## src/rtl/mms_pkg.sv

```systemverilog
// ----------------------------------------------------------------------------
// mms_pkg
// Types, codes and constants shared by the matrix multiply and scale block.
// ----------------------------------------------------------------------------
package mms_pkg;

  localparam int MatrixDim = 3;
  localparam int Cells     = MatrixDim * MatrixDim;
  localparam int DimW      = 2;
  localparam int CellIdxW  = 4;
  localparam int DataW     = 32;
  localparam int OpW       = 2;
  localparam int CfgIndexW = 2;

  localparam logic [OpW-1:0] OpLoadA   = 2'd0;
  localparam logic [OpW-1:0] OpLoadB   = 2'd1;
  localparam logic [OpW-1:0] OpCompute = 2'd2;

  localparam logic [CfgIndexW-1:0] CfgScaleEnable = 2'd0;
  localparam logic [CfgIndexW-1:0] CfgScaleCoef   = 2'd1;

  localparam logic signed [DataW-1:0] ScaleCoefReset = 32'sh0001_0000;

  typedef struct packed {
    logic [OpW-1:0]             operation;
    logic [CellIdxW-1:0]        element_index;
    logic signed [DataW-1:0]    element_value;
  } in_item_t;

  typedef struct packed {
    logic [DimW-1:0]            row;
    logic [DimW-1:0]            column;
    logic signed [DataW-1:0]    entry_value;
    logic                       saturated;
    logic                       last_entry;
  } out_item_t;

  typedef enum logic [2:0] {
    ST_IDLE,
    ST_MAC,
    ST_DRAIN,
    ST_SCALE,
    ST_SCALE_DRAIN,
    ST_EMIT
  } ctl_state_e;

  // Commands from the controller to the datapath.
  typedef struct packed {
    logic                load_a;
    logic                load_b;
    logic [CellIdxW-1:0] load_index;
    logic                issue_mac;
    logic                first_term;
    logic [CellIdxW-1:0] rd_a_index;
    logic [CellIdxW-1:0] rd_b_index;
    logic                issue_scale;
    logic                emit;
    logic [DimW-1:0]     row;
    logic [DimW-1:0]     column;
    logic                last_entry;
  } dp_cmd_t;

  typedef struct packed {
    logic pipe_empty;
    logic out_free;
  } dp_status_t;

  function automatic logic [CellIdxW-1:0] cell_index(input logic [DimW-1:0] row,
                                                      input logic [DimW-1:0] col);
    return CellIdxW'(row) * CellIdxW'(MatrixDim) + CellIdxW'(col);
  endfunction

endpackage

```

## src/rtl/mms_in_if.sv

```systemverilog
// ----------------------------------------------------------------------------
// mms_in_if
// Valid/ready channel carrying one input word of the matrix block.
// ----------------------------------------------------------------------------
interface mms_in_if;
  import mms_pkg::*;

  logic     valid;
  logic     ready;
  in_item_t payload;

  modport source (output valid, output payload, input ready);
  modport sink (input valid, input payload, output ready);
endinterface

```

## src/rtl/mms_out_if.sv

```systemverilog
// ----------------------------------------------------------------------------
// mms_out_if
// Valid/ready channel carrying one result word of the matrix block.
// ----------------------------------------------------------------------------
interface mms_out_if;
  import mms_pkg::*;

  logic      valid;
  logic      ready;
  out_item_t payload;

  modport source (output valid, output payload, input ready);
  modport sink (input valid, input payload, output ready);
endinterface

```

## src/rtl/mms_controller.sv

```systemverilog
// ----------------------------------------------------------------------------
// mms_controller
// Sequencer: decodes input words and walks the entries of the product matrix.
// ----------------------------------------------------------------------------
module mms_controller (
  input  logic                 clk_i,
  input  logic                 rst_ni,
  input  logic                 in_valid_i,
  input  mms_pkg::in_item_t    in_item_i,
  output logic                 in_ready_o,
  input  logic                 scale_enable_i,
  input  mms_pkg::dp_status_t  status_i,
  output mms_pkg::dp_cmd_t     cmd_o
);
  import mms_pkg::*;

  ctl_state_e      state_q, state_d;
  logic [DimW-1:0] row_q, row_d;
  logic [DimW-1:0] col_q, col_d;
  logic [DimW-1:0] k_q, k_d;

  localparam logic [DimW-1:0] LastIdx = DimW'(MatrixDim - 1);

  always_ff @(posedge clk_i or negedge rst_ni) begin
    if (!rst_ni) begin
      state_q <= ST_IDLE;
      row_q   <= '0;
      col_q   <= '0;
      k_q     <= '0;
    end else begin
      state_q <= state_d;
      row_q   <= row_d;
      col_q   <= col_d;
      k_q     <= k_d;
    end
  end

  always_comb begin
    state_d    = state_q;
    row_d      = row_q;
    col_d      = col_q;
    k_d        = k_q;
    in_ready_o = 1'b0;

    cmd_o             = '0;
    cmd_o.load_index  = in_item_i.element_index;
    cmd_o.rd_a_index  = cell_index(row_q, k_q);
    cmd_o.rd_b_index  = cell_index(k_q, col_q);
    cmd_o.first_term  = (k_q == '0);
    cmd_o.row         = row_q;
    cmd_o.column      = col_q;
    cmd_o.last_entry  = (row_q == LastIdx) && (col_q == LastIdx);

    unique case (state_q)
      ST_IDLE: begin
        in_ready_o = 1'b1;
        if (in_valid_i) begin
          unique case (in_item_i.operation)
            OpLoadA: begin
              cmd_o.load_a = (in_item_i.element_index < CellIdxW'(Cells));
            end
            OpLoadB: begin
              cmd_o.load_b = (in_item_i.element_index < CellIdxW'(Cells));
            end
            OpCompute: begin
              row_d   = '0;
              col_d   = '0;
              k_d     = '0;
              state_d = ST_MAC;
            end
            default: ;
          endcase
        end
      end
      ST_MAC: begin
        cmd_o.issue_mac = 1'b1;
        if (k_q == LastIdx) begin
          k_d     = '0;
          state_d = ST_DRAIN;
        end else begin
          k_d = k_q + DimW'(1);
        end
      end
      ST_DRAIN: begin
        if (status_i.pipe_empty) begin
          state_d = scale_enable_i ? ST_SCALE : ST_EMIT;
        end
      end
      ST_SCALE: begin
        cmd_o.issue_scale = 1'b1;
        state_d           = ST_SCALE_DRAIN;
      end
      ST_SCALE_DRAIN: begin
        if (status_i.pipe_empty) begin
          state_d = ST_EMIT;
        end
      end
      ST_EMIT: begin
        if (status_i.out_free) begin
          cmd_o.emit = 1'b1;
          if (cmd_o.last_entry) begin
            state_d = ST_IDLE;
          end else begin
            state_d = ST_MAC;
            if (col_q == LastIdx) begin
              col_d = '0;
              row_d = row_q + DimW'(1);
            end else begin
              col_d = col_q + DimW'(1);
            end
          end
        end
      end
      default: state_d = ST_IDLE;
    endcase
  end

endmodule

```

## src/rtl/mms_datapath.sv

```systemverilog
// ----------------------------------------------------------------------------
// mms_datapath
// Matrix stores, shared multiply pipeline, accumulator and output register.
// ----------------------------------------------------------------------------
module mms_datapath #(
  parameter int FRACTION_BITS = 16
) (
  input  logic                                clk_i,
  input  logic                                rst_ni,
  input  mms_pkg::dp_cmd_t                    cmd_i,
  input  logic signed [mms_pkg::DataW-1:0]    load_value_i,
  input  logic signed [mms_pkg::DataW-1:0]    scale_coef_i,
  output mms_pkg::dp_status_t                 status_o,
  output logic                                out_valid_o,
  input  logic                                out_ready_i,
  output mms_pkg::out_item_t                  out_item_o
);
  import mms_pkg::*;

  localparam int ProdW = 2 * DataW;
  localparam logic signed [ProdW-1:0] SatHi = ProdW'(64'sh0000_0000_7FFF_FFFF);
  localparam logic signed [ProdW-1:0] SatLo = ProdW'(64'shFFFF_FFFF_8000_0000);
  localparam logic signed [DataW-1:0] MaxVal = 32'sh7FFF_FFFF;
  localparam logic signed [DataW-1:0] MinVal = 32'sh8000_0000;

  logic signed [DataW-1:0] left_mem  [Cells];
  logic signed [DataW-1:0] right_mem [Cells];

  // Pipeline: operands, product, shifted and clipped term, accumulate.
  logic                    s1_valid_q, s2_valid_q, s3_valid_q;
  logic                    s1_scale_q, s2_scale_q, s3_scale_q;
  logic                    s1_first_q, s2_first_q, s3_first_q;
  logic signed [DataW-1:0] opa_q, opb_q;
  logic signed [ProdW-1:0] prod_q;
  logic signed [DataW-1:0] term_q, term_d;
  logic                    term_sat_q, term_sat_d;
  logic signed [ProdW-1:0] shifted;
  logic signed [DataW-1:0] acc_q, acc_d;
  logic                    flag_q, flag_d;
  logic signed [DataW:0]   sum;
  logic                    sum_ovf;
  logic                    out_valid_q;
  out_item_t               out_item_q;

  always_ff @(posedge clk_i) begin
    if (cmd_i.load_a) begin
      left_mem[cmd_i.load_index] <= load_value_i;
    end
    if (cmd_i.load_b) begin
      right_mem[cmd_i.load_index] <= load_value_i;
    end
  end

  always_ff @(posedge clk_i or negedge rst_ni) begin
    if (!rst_ni) begin
      s1_valid_q  <= 1'b0;
      s2_valid_q  <= 1'b0;
      s3_valid_q  <= 1'b0;
      out_valid_q <= 1'b0;
    end else begin
      s1_valid_q <= cmd_i.issue_mac | cmd_i.issue_scale;
      s2_valid_q <= s1_valid_q;
      s3_valid_q <= s2_valid_q;
      if (cmd_i.emit) begin
        out_valid_q <= 1'b1;
      end else if (out_ready_i) begin
        out_valid_q <= 1'b0;
      end
    end
  end

  always_comb begin
    shifted    = prod_q >>> FRACTION_BITS;
    term_sat_d = 1'b0;
    term_d     = shifted[DataW-1:0];
    if (shifted > SatHi) begin
      term_d     = MaxVal;
      term_sat_d = 1'b1;
    end else if (shifted < SatLo) begin
      term_d     = MinVal;
      term_sat_d = 1'b1;
    end
  end

  always_comb begin
    sum     = $signed({term_q[DataW-1], term_q}) + $signed({acc_q[DataW-1], acc_q});
    sum_ovf = sum[DataW] ^ sum[DataW-1];
    acc_d   = acc_q;
    flag_d  = flag_q;
    if (s3_valid_q) begin
      if (s3_scale_q) begin
        acc_d  = term_q;
        flag_d = flag_q | term_sat_q;
      end else if (s3_first_q) begin
        acc_d  = term_q;
        flag_d = term_sat_q;
      end else begin
        acc_d  = sum_ovf ? (sum[DataW] ? MinVal : MaxVal) : sum[DataW-1:0];
        flag_d = flag_q | term_sat_q | sum_ovf;
      end
    end
  end

  always_ff @(posedge clk_i) begin
    if (cmd_i.issue_mac) begin
      opa_q <= left_mem[cmd_i.rd_a_index];
      opb_q <= right_mem[cmd_i.rd_b_index];
    end else if (cmd_i.issue_scale) begin
      opa_q <= acc_q;
      opb_q <= scale_coef_i;
    end
    s1_scale_q <= cmd_i.issue_scale;
    s1_first_q <= cmd_i.first_term;
    s2_scale_q <= s1_scale_q;
    s2_first_q <= s1_first_q;
    s3_scale_q <= s2_scale_q;
    s3_first_q <= s2_first_q;
    prod_q     <= opa_q * opb_q;
    term_q     <= term_d;
    term_sat_q <= term_sat_d;
    acc_q      <= acc_d;
    flag_q     <= flag_d;
    if (cmd_i.emit) begin
      out_item_q.row         <= cmd_i.row;
      out_item_q.column      <= cmd_i.column;
      out_item_q.entry_value <= acc_q;
      out_item_q.saturated   <= flag_q;
      out_item_q.last_entry  <= cmd_i.last_entry;
    end
  end

  assign status_o.pipe_empty = ~(s1_valid_q | s2_valid_q | s3_valid_q);
  assign status_o.out_free   = ~out_valid_q | out_ready_i;
  assign out_valid_o         = out_valid_q;
  assign out_item_o          = out_item_q;

endmodule

```

## src/rtl/matrix3x3_multiply_scale.sv

```systemverilog
// ----------------------------------------------------------------------------
// matrix3x3_multiply_scale
// Fixed-point 3x3 matrix product with optional per-entry scaling.
//
//   Channel  Dir  Word                                   Handshake
//   in_i     in   operation, element_index, element_value valid/ready
//   out_o    out  row, column, entry_value, saturated,    valid/ready
//                 last_entry
//   cfg      in   cfg_we_i, cfg_index_i, cfg_data_i       write enable
//
// A load word is accepted whenever the block is idle. For each entry a compute
// word issues three multiply-accumulate terms, waits for the pipeline to drain
// and loads the output register once it is free; with scaling the sum passes
// once more through the single shared 32x32 multiply pipeline and drains first.
// Input is taken only between runs; the last result may still wait in the
// output register while new words are accepted. Reset clears control state.
// ----------------------------------------------------------------------------
module matrix3x3_multiply_scale #(
  parameter int FRACTION_BITS = 16
) (
  input  logic                              clk_i,
  input  logic                              rst_ni,
  input  logic                              cfg_we_i,
  input  logic [mms_pkg::CfgIndexW-1:0]     cfg_index_i,
  input  logic [mms_pkg::DataW-1:0]         cfg_data_i,
  mms_in_if.sink                            in_i,
  mms_out_if.source                         out_o
);
  import mms_pkg::*;

  logic                    scale_enable_q;
  logic signed [DataW-1:0] scale_coef_q;
  dp_cmd_t                 cmd;
  dp_status_t              status;
  logic                    in_ready;
  out_item_t               out_item;
  logic                    out_valid;

  always_ff @(posedge clk_i or negedge rst_ni) begin
    if (!rst_ni) begin
      scale_enable_q <= 1'b0;
      scale_coef_q   <= ScaleCoefReset;
    end else if (cfg_we_i) begin
      unique case (cfg_index_i)
        CfgScaleEnable: scale_enable_q <= cfg_data_i[0];
        CfgScaleCoef:   scale_coef_q   <= $signed(cfg_data_i);
        default: ;
      endcase
    end
  end

  mms_controller u_ctrl (
    .clk_i          (clk_i),
    .rst_ni         (rst_ni),
    .in_valid_i     (in_i.valid),
    .in_item_i      (in_i.payload),
    .in_ready_o     (in_ready),
    .scale_enable_i (scale_enable_q),
    .status_i       (status),
    .cmd_o          (cmd)
  );

  mms_datapath #(
    .FRACTION_BITS (FRACTION_BITS)
  ) u_dp (
    .clk_i        (clk_i),
    .rst_ni       (rst_ni),
    .cmd_i        (cmd),
    .load_value_i (in_i.payload.element_value),
    .scale_coef_i (scale_coef_q),
    .status_o     (status),
    .out_valid_o  (out_valid),
    .out_ready_i  (out_o.ready),
    .out_item_o   (out_item)
  );

  assign in_i.ready    = in_ready;
  assign out_o.valid   = out_valid;
  assign out_o.payload = out_item;

endmodule

```

## src/flat_wrapper.sv

```systemverilog
// flat-port wrapper written by rule: the top's interface ports become plain ports
module matrix3x3_multiply_scale_flat import mms_pkg::*;
#(
  parameter int FRACTION_BITS = 16
)
  (clk_i, rst_ni, cfg_we_i, cfg_index_i, cfg_data_i, in_i_valid, in_i_payload, in_i_ready, out_o_valid, out_o_payload, out_o_ready);
  mms_in_if in_i_i ();
  mms_out_if out_o_i ();
  input  logic clk_i;
  input  logic rst_ni;
  input  logic cfg_we_i;
  input  logic [mms_pkg::CfgIndexW-1:0] cfg_index_i;
  input  logic [mms_pkg::DataW-1:0] cfg_data_i;
  input wire logic [$bits(in_i_i.valid)-1:0] in_i_valid;
  input wire logic [$bits(in_i_i.payload)-1:0] in_i_payload;
  output wire logic [$bits(in_i_i.ready)-1:0] in_i_ready;
  output wire logic [$bits(out_o_i.valid)-1:0] out_o_valid;
  output wire logic [$bits(out_o_i.payload)-1:0] out_o_payload;
  input wire logic [$bits(out_o_i.ready)-1:0] out_o_ready;
  assign in_i_i.valid = in_i_valid;
  assign in_i_i.payload = in_i_payload;
  assign in_i_ready = in_i_i.ready;
  assign out_o_valid = out_o_i.valid;
  assign out_o_payload = out_o_i.payload;
  assign out_o_i.ready = out_o_ready;
  matrix3x3_multiply_scale #(.FRACTION_BITS(FRACTION_BITS)) u_core (.clk_i(clk_i), .rst_ni(rst_ni), .cfg_we_i(cfg_we_i), .cfg_index_i(cfg_index_i), .cfg_data_i(cfg_data_i), .in_i(in_i_i), .out_o(out_o_i));
endmodule
```

## config.mk

```make
export PLATFORM = sky130hd
export DESIGN_NAME = matrix3x3_multiply_scale_flat
export DESIGN_NICKNAME = d
export VERILOG_FILES = /design/src/rtl/mms_pkg.sv /design/src/rtl/mms_in_if.sv /design/src/rtl/mms_out_if.sv /design/src/rtl/mms_controller.sv /design/src/rtl/mms_datapath.sv /design/src/rtl/matrix3x3_multiply_scale.sv /design/src/flat_wrapper.sv
export SDC_FILE = /design/constraint.sdc
export NUM_CORES = 2
export LEC_CHECK = 0
export BUFFER_PORTS_ARGS = -buffer_cell sky130_fd_sc_hd__buf_2
export CORE_MARGIN = 2
export CORE_UTILIZATION = 50
export DETAILED_ROUTE_END_ITERATION = 8
export GPL_TIMING_DRIVEN = 0
export PLACE_DENSITY = 0.68
export SETUP_SLACK_MARGIN = 0.5
export SLEW_MARGIN = 30
export SYNTH_ARGS = -nofsm -noshare
export SYNTH_HDL_FRONTEND = slang
export SYNTH_SLANG_ARGS = --single-unit
export TNS_END_PERCENT = 50
```

## constraint.sdc

```tcl
create_clock -name clk_i -period 10.9 [get_ports clk_i]
set_input_delay 0.545 -clock clk_i [delete_from_list [all_inputs] [get_ports clk_i]]
set_output_delay 0.545 -clock clk_i [all_outputs]
set_load 0.01 [all_outputs]
```

==> run_results.csv <==
group,metric,value,unit
die,initial_utilization,0.502,
clock_tree,cts_num_sinks,844,
sta,finalSetupTns,0,ns
sta,worst_pin_slew,1.12,ns
logic_synthesis,synth_cells,5574,
status,outcome,"complete, no violations",
die,placementRows,135,
critical_path,arrival,10.61,ns
sta,setup_viol,0,
sta,clock-skew-final,0.0711,ns
critical_path,cp-end-kind,"flip-flop",
final_layout,n_fill_cell,11300,
logic_synthesis,yosysWarnings,0,
sta,hold_violations,0,
final_layout,syn2layout_area_growth,9.75,%
worst_hold_path,min_path_type,"in2reg",
logic_synthesis,ys_async_sr_fraction,0.0545,
die,core_area,0.135,mm²
clock_tree,cts_buffers,78,
logic_synthesis,synth_ff_type,"edfxtp_1",
placement,io_buffers,116,
global_route,grt_overflow,0,
logic_synthesis,synthesis.area,0.0677,mm²
final_layout,layout-drive-gt1-share,0.0868,
routing,ant_nets,0,
sta,slew_viol_final,0,
critical_path,cp_max_fo,10,
placement,hpwlAfterDp,166,mm
die,fp.dieW,372,µm
routing,first_pass_iters,6,
global_route,track_usage,0.309,
logic_synthesis,synth_edf_count,711,
final_layout,mostFrequentLayoutCells,"1,085 x fa_1, 961 x inv_1, 711 x edfxtp_1",
sta,rsz0062_at_grt,"false",
final_layout,fin_util,0.551,
clock_tree,cts_max_level,3,
clock_tree,hold_buffers,1,
die,die_y,372,µm
clock_tree,insertion_delay,0.68,ns
final_layout,final_net_count,7207,
final_layout,layout_commonest_cell,"fa_1",
clock_tree,cts.clk_slew.worst_paths,0.07,ns
logic_synthesis,yosys_register_bits,844,
logic_synthesis,synth_cell_types,74,
sta,max_freq,99.8,MHz
die,num_io_pins,117,
die,die-area,0.138,mm²
sta,slew_headroom,0.253,
placement,globalplace.congestion,1.02,
critical_path,cp_data_required_time,11.48,ns
global_route,grt_pass1_vias,45800,
routing,wl_per_cell,26.9,µm
clock_tree,root_buffer,"clkbuf_16",
clock_tree,post_cts_buffers,0,
job,drv_cap,0,
global_route,antenna_found_initial,15,
logic_synthesis,syn_nets,6958,
sta,min_period,10.02,ns
clock_tree,cts_buffer_depth,3,
clock_tree,post_cts_resize_count,0,
global_route,grt_pass1_wl,306,mm
logic_synthesis,syn_avg_cell_area,12.1,µm²
global_route,grt_max_degree,47,
routing,wl,206,mm
routing,first_iter_violations,4427,
clock_tree,cts_tree,"done",
critical_path,path_class,"reg2reg",
logic_synthesis,synth-seq-area-share,0.358,
sta,post-route-period-util,0.920,
routing,drc,0,
routing,vias_per_cell,5.67,
critical_path,start_kind,"flip-flop",
routing,num_vias,43500,
sequential cells by signal, indices dropped and copies added, names as in the netlist, 2 cells and up:
signal,flops
u_core.scale_coef_q,32
u_core.u_dp.acc_q,32
u_core.u_dp.opb_q,32
u_core.u_ctrl.k_q,2
u_core.u_dp.left_mem,288
u_core.u_dp.opa_q,32
u_core.u_dp.term_q,32
u_core.u_dp.right_mem,288
u_core.u_ctrl.col_q,2
u_core.u_dp.prod_q,48
u_core.u_dp.out_item_o,38
u_core.u_ctrl.row_q,2
u_core.u_ctrl.state_q,3
worst max-delay path: stages, from the launching register on:
cell	delay (ns)
edfxtp_1	0.47
clkbuf_1	0.86
nand2_1	0.23
inv_1	0.14
fa_1	0.49
inv_1	0.21
fa_1	0.44
inv_1	0.24
fa_1	0.51
fa_1	0.87
inv_1	0.45
fa_1	0.61
inv_1	0.06
fa_1	0.68
fa_1	0.48
fa_1	0.48
ha_1	0.38
a21o_1	0.19
a21o_1	0.18
a21oi_1	0.39
o21ai_0	0.14
a21o_1	0.19
a21oi_1	0.17
o21ai_2	0.10
a211o_2	0.36
a211o_2	0.33
a21oi_2	0.15
xnor2_1	0.13
final timing paths:
check | slack [ns] | to | depth (start not counted) | startpoint
max | 0.88 | u_core.u_dp.prod_q[62]$_DFF_P_ | 27 | u_core.u_dp.opb_q[6]$_DFFE_PP_
min | 0.1 | u_core.scale_coef_q[3]$_DFFE_PN0P_ | 2 | cfg_data_i[3]
max reg2reg | 0.88 | u_core.u_dp.prod_q[62]$_DFF_P_ | 27 | u_core.u_dp.opb_q[6]$_DFFE_PP_
min reg2reg | 0.34 | u_core.u_dp.s3_first_q$_DFF_P_ | 0 | u_core.u_dp.s2_first_q$_DFF_P_
max in group asynchronous | 9.85 | u_core.scale_coef_q[17]$_DFFE_PN0P_ | 2 | rst_ni
min in group asynchronous | 0.45 | u_core.scale_coef_q[3]$_DFFE_PN0P_ | 2 | rst_ni
area by class of cell:
cell class	count	area, µm²	share of cell area
antenna	2	5.00	0.0000674
buffer	284	1100	0.0148
clock buffer	99	2080	0.0280
clock inverter	44	519	0.00699
inverter	961	3610	0.0485
multi-input combinational	3485	38900	0.524
sequential	844	24200	0.326
tap	1781	2230	0.0300
timing repair buffer	169	1580	0.0213
synthesized netlist by cell type (all sizes together), types with 5 or more instances:
library cell	instances	share of area
nor3	25	0.0018
a21o	84	0.0093
dfxtp	87	0.026
a21oi	138	0.010
and2	507	0.047
dfrtp	45	0.017
fa	1086	0.32
nand2b	20	0.0018
xnor2	60	0.0079
and3	12	0.0011
buf	31	0.0019
a221o	5	0.00074
o21ai	126	0.0094
mux2i	64	0.0095
o21a	13	0.0014
nand3	16	0.0012
nor4	7	0.00065
inv	961	0.053
mux4	128	0.043
clkbuf	253	0.014
ha	221	0.041
nor2	183	0.010
nand2	622	0.034
nor2b	10	0.00092
edfxtp	711	0.32
nand4	16	0.0015
o21bai	12	0.0013
a31oi	5	0.00068
xor2	25	0.0032
mux2	33	0.0055
kinds of logic (layout without fill, tap and decap cells):
group	after synthesis	count (layout)	share of synthesized area
compound gates	425	425	0.0385
flops	844	844	0.358
other cells	0	2	0
xor+xnor	85	85	0.0111
fa+ha+maj	1308	1308	0.362
mux	225	225	0.0575
buf+inv	1245	1557	0.0692
simple gates	1442	1442	0.103
stage by stage:
stage / setup WS (ns) / cell area [µm²] / hold WS, ns / instances
after floorplan: 2.93 / 67700 / 0.249 / 5574
after global placement: 1.01 / 70500 / 0.310 / 7471
after detailed placement: 0.941 / 71700 / 0.319 / 7523
after CTS: 0.873 / 74300 / 0.0520 / 7667
after global routing: 0.528 / 74300 / 0.0845 / 7668
final: 0.877 / 74300 / 0.0974 / 7669
routing by layer:
| layer | track usage | part of all wire | vias to the layer above |
|---|---|---|---|
| li1 | - | - | 18200 |
| met1 | 0.418 | 0.38 | 22600 |
| met2 | 0.492 | 0.47 | 2303 |
| met3 | 0.0663 | 0.10 | 410 |
| met4 | 0.116 | 0.042 | 10 |
| met5 | 0 | 0.00029 | - |
Power is left out: the tool's default activity adds up to more than one toggle a clock period on the data nets, which glitch-free logic cannot reach.
